<file path="config.mk">
export PLATFORM = sky130hd
export DESIGN_NAME = rti_queue
export DESIGN_NICKNAME = d
export VERILOG_FILES = /design/src/rtl/rti_pkg.sv /design/src/rtl/rti_queue.sv
export SDC_FILE = /design/constraint.sdc
export NUM_CORES = 2
export LEC_CHECK = 0
export BUFFER_PORTS_ARGS = -buffer_cell sky130_fd_sc_hd__buf_2
export CAP_MARGIN = 5
export CORE_MARGIN = 2
export CORE_UTILIZATION = 39
export CTS_CLUSTER_DIAMETER = 30
export CTS_CLUSTER_SIZE = 8
export DETAILED_ROUTE_END_ITERATION = 10
export SLEW_MARGIN = 10
export SYNTH_ARGS = -nofsm -noshare
export SYNTH_HDL_FRONTEND = slang
export SYNTH_SLANG_ARGS = --single-unit
</file>
<file path="constraint.sdc">
create_clock -name clk -period 27.6 [get_ports clk]
set_input_delay 5.52 -clock clk [delete_from_list [all_inputs] [get_ports clk]]
set_output_delay 5.52 -clock clk [all_outputs]
set_load 0.005 [all_outputs]
</file>
<file path="src/rtl/rti_pkg.sv">
// Package for the ray/triangle intersection block: payload types, queue entry,
// divider stage record and widths. No dependencies.
`timescale 1ns / 1ps

package rti_pkg;

	localparam int MW   = 53;      // magnitude of divisor and barycentric numerators
	localparam int NTW  = 61;      // magnitude of the distance numerator
	localparam int RW   = MW + 16; // divider remainder
	localparam int QW   = 16;      // quotient bits per lane
	localparam int QD   = 8;       // queue depth, covers the front latency
	localparam int QAW  = $clog2(QD);
	localparam int CNTW = $clog2(QD + 1);
	localparam logic [16:0] ONE_Q15 = 17'd32768;

	typedef enum logic [1:0] {
		REG_VERTEX_A = 2'd0,
		REG_VERTEX_B = 2'd1,
		REG_VERTEX_C = 2'd2
	} reg_index_t;

	typedef struct packed {
		logic               kind;
		logic signed [15:0] origin_x;
		logic signed [15:0] origin_y;
		logic signed [15:0] origin_z;
		logic signed [15:0] dir_x;
		logic signed [15:0] dir_y;
		logic signed [15:0] dir_z;
		logic [15:0]        t_max;
	} ray_t;

	typedef struct packed {
		logic        hit;
		logic [15:0] t_out;
		logic [15:0] bary_0;
		logic [15:0] bary_1;
		logic [15:0] bary_2;
	} res_t;

	typedef struct packed {
		logic           kind;
		logic [15:0]    t_max;
		logic           ok;
		logic [MW-1:0]  dv;
		logic [MW-1:0]  n1;
		logic [MW-1:0]  n2;
		logic [NTW-1:0] nt;
	} qent_t;

	typedef struct packed {
		logic          kind;
		logic [15:0]   t_max;
		logic          ok;
		logic [MW-1:0] dv;
		logic [RW-1:0] r_t;
		logic [RW-1:0] r_1;
		logic [RW-1:0] r_2;
		logic [QW-1:0] q_t;
		logic [QW-1:0] q_1;
		logic [QW-1:0] q_2;
	} div_t;

	typedef struct packed {
		logic push;
		logic pop;
	} qctl_t;

endpackage

</file>
<file path="src/rtl/rti_queue.sv">
// Short queue between front and back parts. Depends on rti_pkg.
`timescale 1ns / 1ps

module rti_queue (
	input  logic           clk,
	input  logic           arst_n,
	input  rti_pkg::qctl_t ctl,
	input  rti_pkg::qent_t wdata,
	output logic           nonempty,
	output rti_pkg::qent_t rdata
);
	import rti_pkg::*;

	qent_t           mem [QD];
	logic [QAW-1:0]  wptr_q;
	logic [QAW-1:0]  rptr_q;
	logic [CNTW-1:0] cnt_q;

	assign nonempty = (cnt_q != '0);
	assign rdata    = mem[rptr_q];

	always_ff @(posedge clk or negedge arst_n) begin
		if (!arst_n) begin
			wptr_q <= '0;
			rptr_q <= '0;
			cnt_q  <= '0;
		end else begin
			if (ctl.push) wptr_q <= wptr_q + 1'b1;
			if (ctl.pop)  rptr_q <= rptr_q + 1'b1;
			cnt_q <= cnt_q + CNTW'(ctl.push) - CNTW'(ctl.pop);
		end
	end

	always_ff @(posedge clk) begin
		if (ctl.push) mem[wptr_q] <= wdata;
	end

	a_no_overflow: assert property (@(posedge clk) disable iff (!arst_n)
		ctl.push |-> (cnt_q != CNTW'(QD)) || ctl.pop)
		else $error("push into full queue");

	a_no_underflow: assert property (@(posedge clk) disable iff (!arst_n)
		ctl.pop |-> nonempty)
		else $error("pop from empty queue");

endmodule

</file>
==> flow_summary.toml <==
[sta]
min_period_ps = 11590
slew_viol_final = 0
holdWs_ps = 563.5
max-slew-margin-rel_pct = 23.65
final.setup.worst_slack_ps = 16010
hold_viol_final = 0
max_freq_ghz = 0.08627
worst_pin_slew_ps = 1145
clock_skew_ps = 71.45
setup_viol = 0
rsz0062_at_grt = "no"
fin_crit_sh_pct = 42.00
tns_ps = 0

[synthesis]
muxShareOfSynthArea_pct = 18.64
synth_xor_area_share_pct = 0.07297
synth.avg_cell_area_sq_um = 25.69
netlist_instances = 2803
synth_nets = 3053
synth_compound_area_share_pct = 0.01737
ys_ff_latch = 1914
ys_warn_count = 0
synthSimpleGateAreaFrac_pct = 0.09903
ys_seq_area_share_pct = 79.74
syn-cell-area_sq_um = 72020
synthAdderAreaFrac_pct = 0.1494
synth.distinct_cells = 20
synth_top_family_by_area = "multiplexers"

[power_and_ir_drop]
p_sw_share_pct = 26.61
p_clk_share_pct = 41.5
power.internal_mw = 7.954
p_switching_mw = 2.884
p_comb_share_pct = 23.6
peakVddDrop_uv = 102.8
powerDensity_nw_per_um2 = 120.3
leakage_nw = 29.92
seqPwrFrac_pct = 34.9

[cts]
cts_tree = "built"
cts_hold_buf = 0
post_cts_resized = 0
htree_levels = 5
clock_latency_ps = 900
cts_inserted_buffers = 403
clock_sinks = 1914
cts_root_buf = "clkbuf_16"
cts_setup_buffers = 0
cts.clk_slew.worst_paths_ps = 40
cts_buffer_depth = 4

[die]
start_util_pct = 39.29
num_io_pins = 481
die_w_um = 433.7
core-area_sq_um = 183300
rows = 157
die-area_sq_um = 188100
die_y_um = 433.7

[setup_path]
cp-end-kind = "output port"
crit_path_max_fanout = 41
crit_slowest_cell = "dfrtp_4"
path_class = "flip-flop to output port"
critPathBufInv = 5
worstPathArrival_ps = 6070
cp-start-kind = "flip-flop"
r2r_end = "mem[3][63]$_DFFE_PP_"
ff2ff_setup_slack_ps = 23410
crit_top_cell = "buf_4"
cp_top_family = "buffers and inverters"
reg2reg_from = "wptr_q[2]$_DFFE_PN0P_"
path_cells = "buf_4 -> buf_4 -> buf_4 -> buf_4 -> mux4_2 -> mux2_2 -> buf_2"
critPathRequiredTime_ps = 22080
max_stage_delay_ps = 980
r2r_cells = 5

[finish]
final_common_cell = "edfxtp_1"
syn_to_final_growth_pct = 25.08
drive_gt1_share_pct = 46.74
fin_nets = 3860
finish.instance_area_sq_um = 90080
layout_common_cells = "1,904 x edfxtp_1, 480 x buf_2, 476 x mux4_2"

[detailed_routing]
drc = 0
ant_nets = 0
wl_per_cell_um = 25.11
vias = 32762
viasPerCell = 5.128
drt_iter0_drc = 2220
drt_wl_total_um = 160500
firstDrtPassIters = 5

[place]
portBuffers = 480
gp_congestion = 0.7261
dpl.hpwl_um = 85970
dp_slack_ps = 16680
placed_area_sq_um = 77190

[global_routing]
grt.total_usage_pct = 16.95
grt-ovfl-total = 0
grt_first_pass_wirelength_um = 232700
antenna_found_initial = 59
grt_max_degree = 145
grt_pass1_vias = 35185

[worst_hold_path]
min_to = "wptr_q[1]$_DFFE_PN0P_"
min_path_cells = 1
hp-start = "wptr_q[1]$_DFFE_PN0P_"
holdCritPathClass = "flip-flop to flip-flop"

[flow_run]
cap_violations = 0

[run_status]
status = "complete, no violations"
[registers in the layout (all words and copies together), names as in the netlist]
name,count
cnt_q,4
mem,1904
rptr_q,3
wptr_q,3
[power by group through the flow]
stage	Combinational, mW	Sequential [mW]	Clock (mW)
floorplan	1.72	3.95	0
global placement	2.62	3.82	0
detailed placement	2.63	3.84	0
CTS	2.64	3.79	4.58
global route	2.74	3.81	4.73
finish	2.56	3.78	4.50
[synth_stat cells]
cell type  instances  share of area [%]
nand3_1            1             0.0069
nand2b_1           3              0.026
nor3_1             2              0.014
dfrtp_1           10               0.35
clkbuf_1          39               0.20
mux2_2           240                3.8
mux4_2           476                 15
buf_2             28               0.19
inv_1              8              0.042
ha_1               7               0.12
a21o_1             1              0.010
xor2_1             3              0.036
fa_1               1              0.028
nand2_1            4              0.021
a21oi_1            1             0.0069
edfxtp_1        1904                 79
buf_1             18              0.094
nor2_1             6              0.031
buf_6             48               0.75
xnor2_1            3              0.036
[cell families (layout without fill, tap and decap cells)]
family / count (synthesis) / in the layout
XOR/XNOR: 6 / 6
AND/OR/NAND/NOR: 16 / 16
multiplexers: 716 / 716
flip-flops: 1914 / 1914
buffers and inverters: 141 / 1251
AO/OA/AOI/OAI: 2 / 2
other: 0 / 12
adder cells (fa/ha/maj): 8 / 8
[how the worst max path moves through the flow]
| stage | startpoint | endpoint | slack, ps | cells past startpoint |
|---|---|---|---|---|
| after detailed placement | rptr_q[0]$_DFFE_PN0P_ | rdata[179] | 16680 | 7 |
| after global routing | rptr_q[0]$_DFFE_PN0P_ | rdata[179] | 15340 | 7 |
| after floorplan | ctl[1] | mem[0][0]$_DFFE_PP_ | 4850 | 2 |
| after CTS | rptr_q[0]$_DFFE_PN0P_ | rdata[179] | 15660 | 7 |
| final | rptr_q[0]$_DFFE_PN0P_ | rdata[180] | 16010 | 7 |
| after global placement | rptr_q[0]$_DFFE_PN0P_ | rdata[184] | 16730 | 7 |
[layout make-up]
cell class                      count  area (sq um)
Tap cell                         2464          3083
Clock inverter                    238          2481
Antenna cell                       12         30.03
Multi-Input combinational cell    748         13720
Clock buffer                      470         10380
Fill cell                       14590         93200
Inverter                            8         30.03
Sequential cell                  1914         57440
Timing Repair Buffer              535          2915
[stage by stage]
stage                     utilization [%]  power (mW)  instances
after floorplan                         -       5.664       2803
after detailed placement            42.11       6.467       5669
after global placement              42.11       6.443       5669
after CTS                           49.13       11.01       6377
final                               49.15       10.84       6389
after global routing                49.14       11.28       6383
[metal layers]
metal	global-route usage, %	part of all wire (%)	vias up
li1	-	-	13900
met1	21.25	41	17531
met2	28.70	52	954
met3	3.637	4.6	365
met4	6.774	3.2	12
met5	0	0.037	-
[worst reg2reg max path, stage by stage (launching register included)]
cell and delay (ps):
dfrtp_1 450, nand2b_1 260, nor2_4 660, buf_4 680, buf_4 770, buf_4 880
No activity file was read; power rests on OpenSTA's default activity.
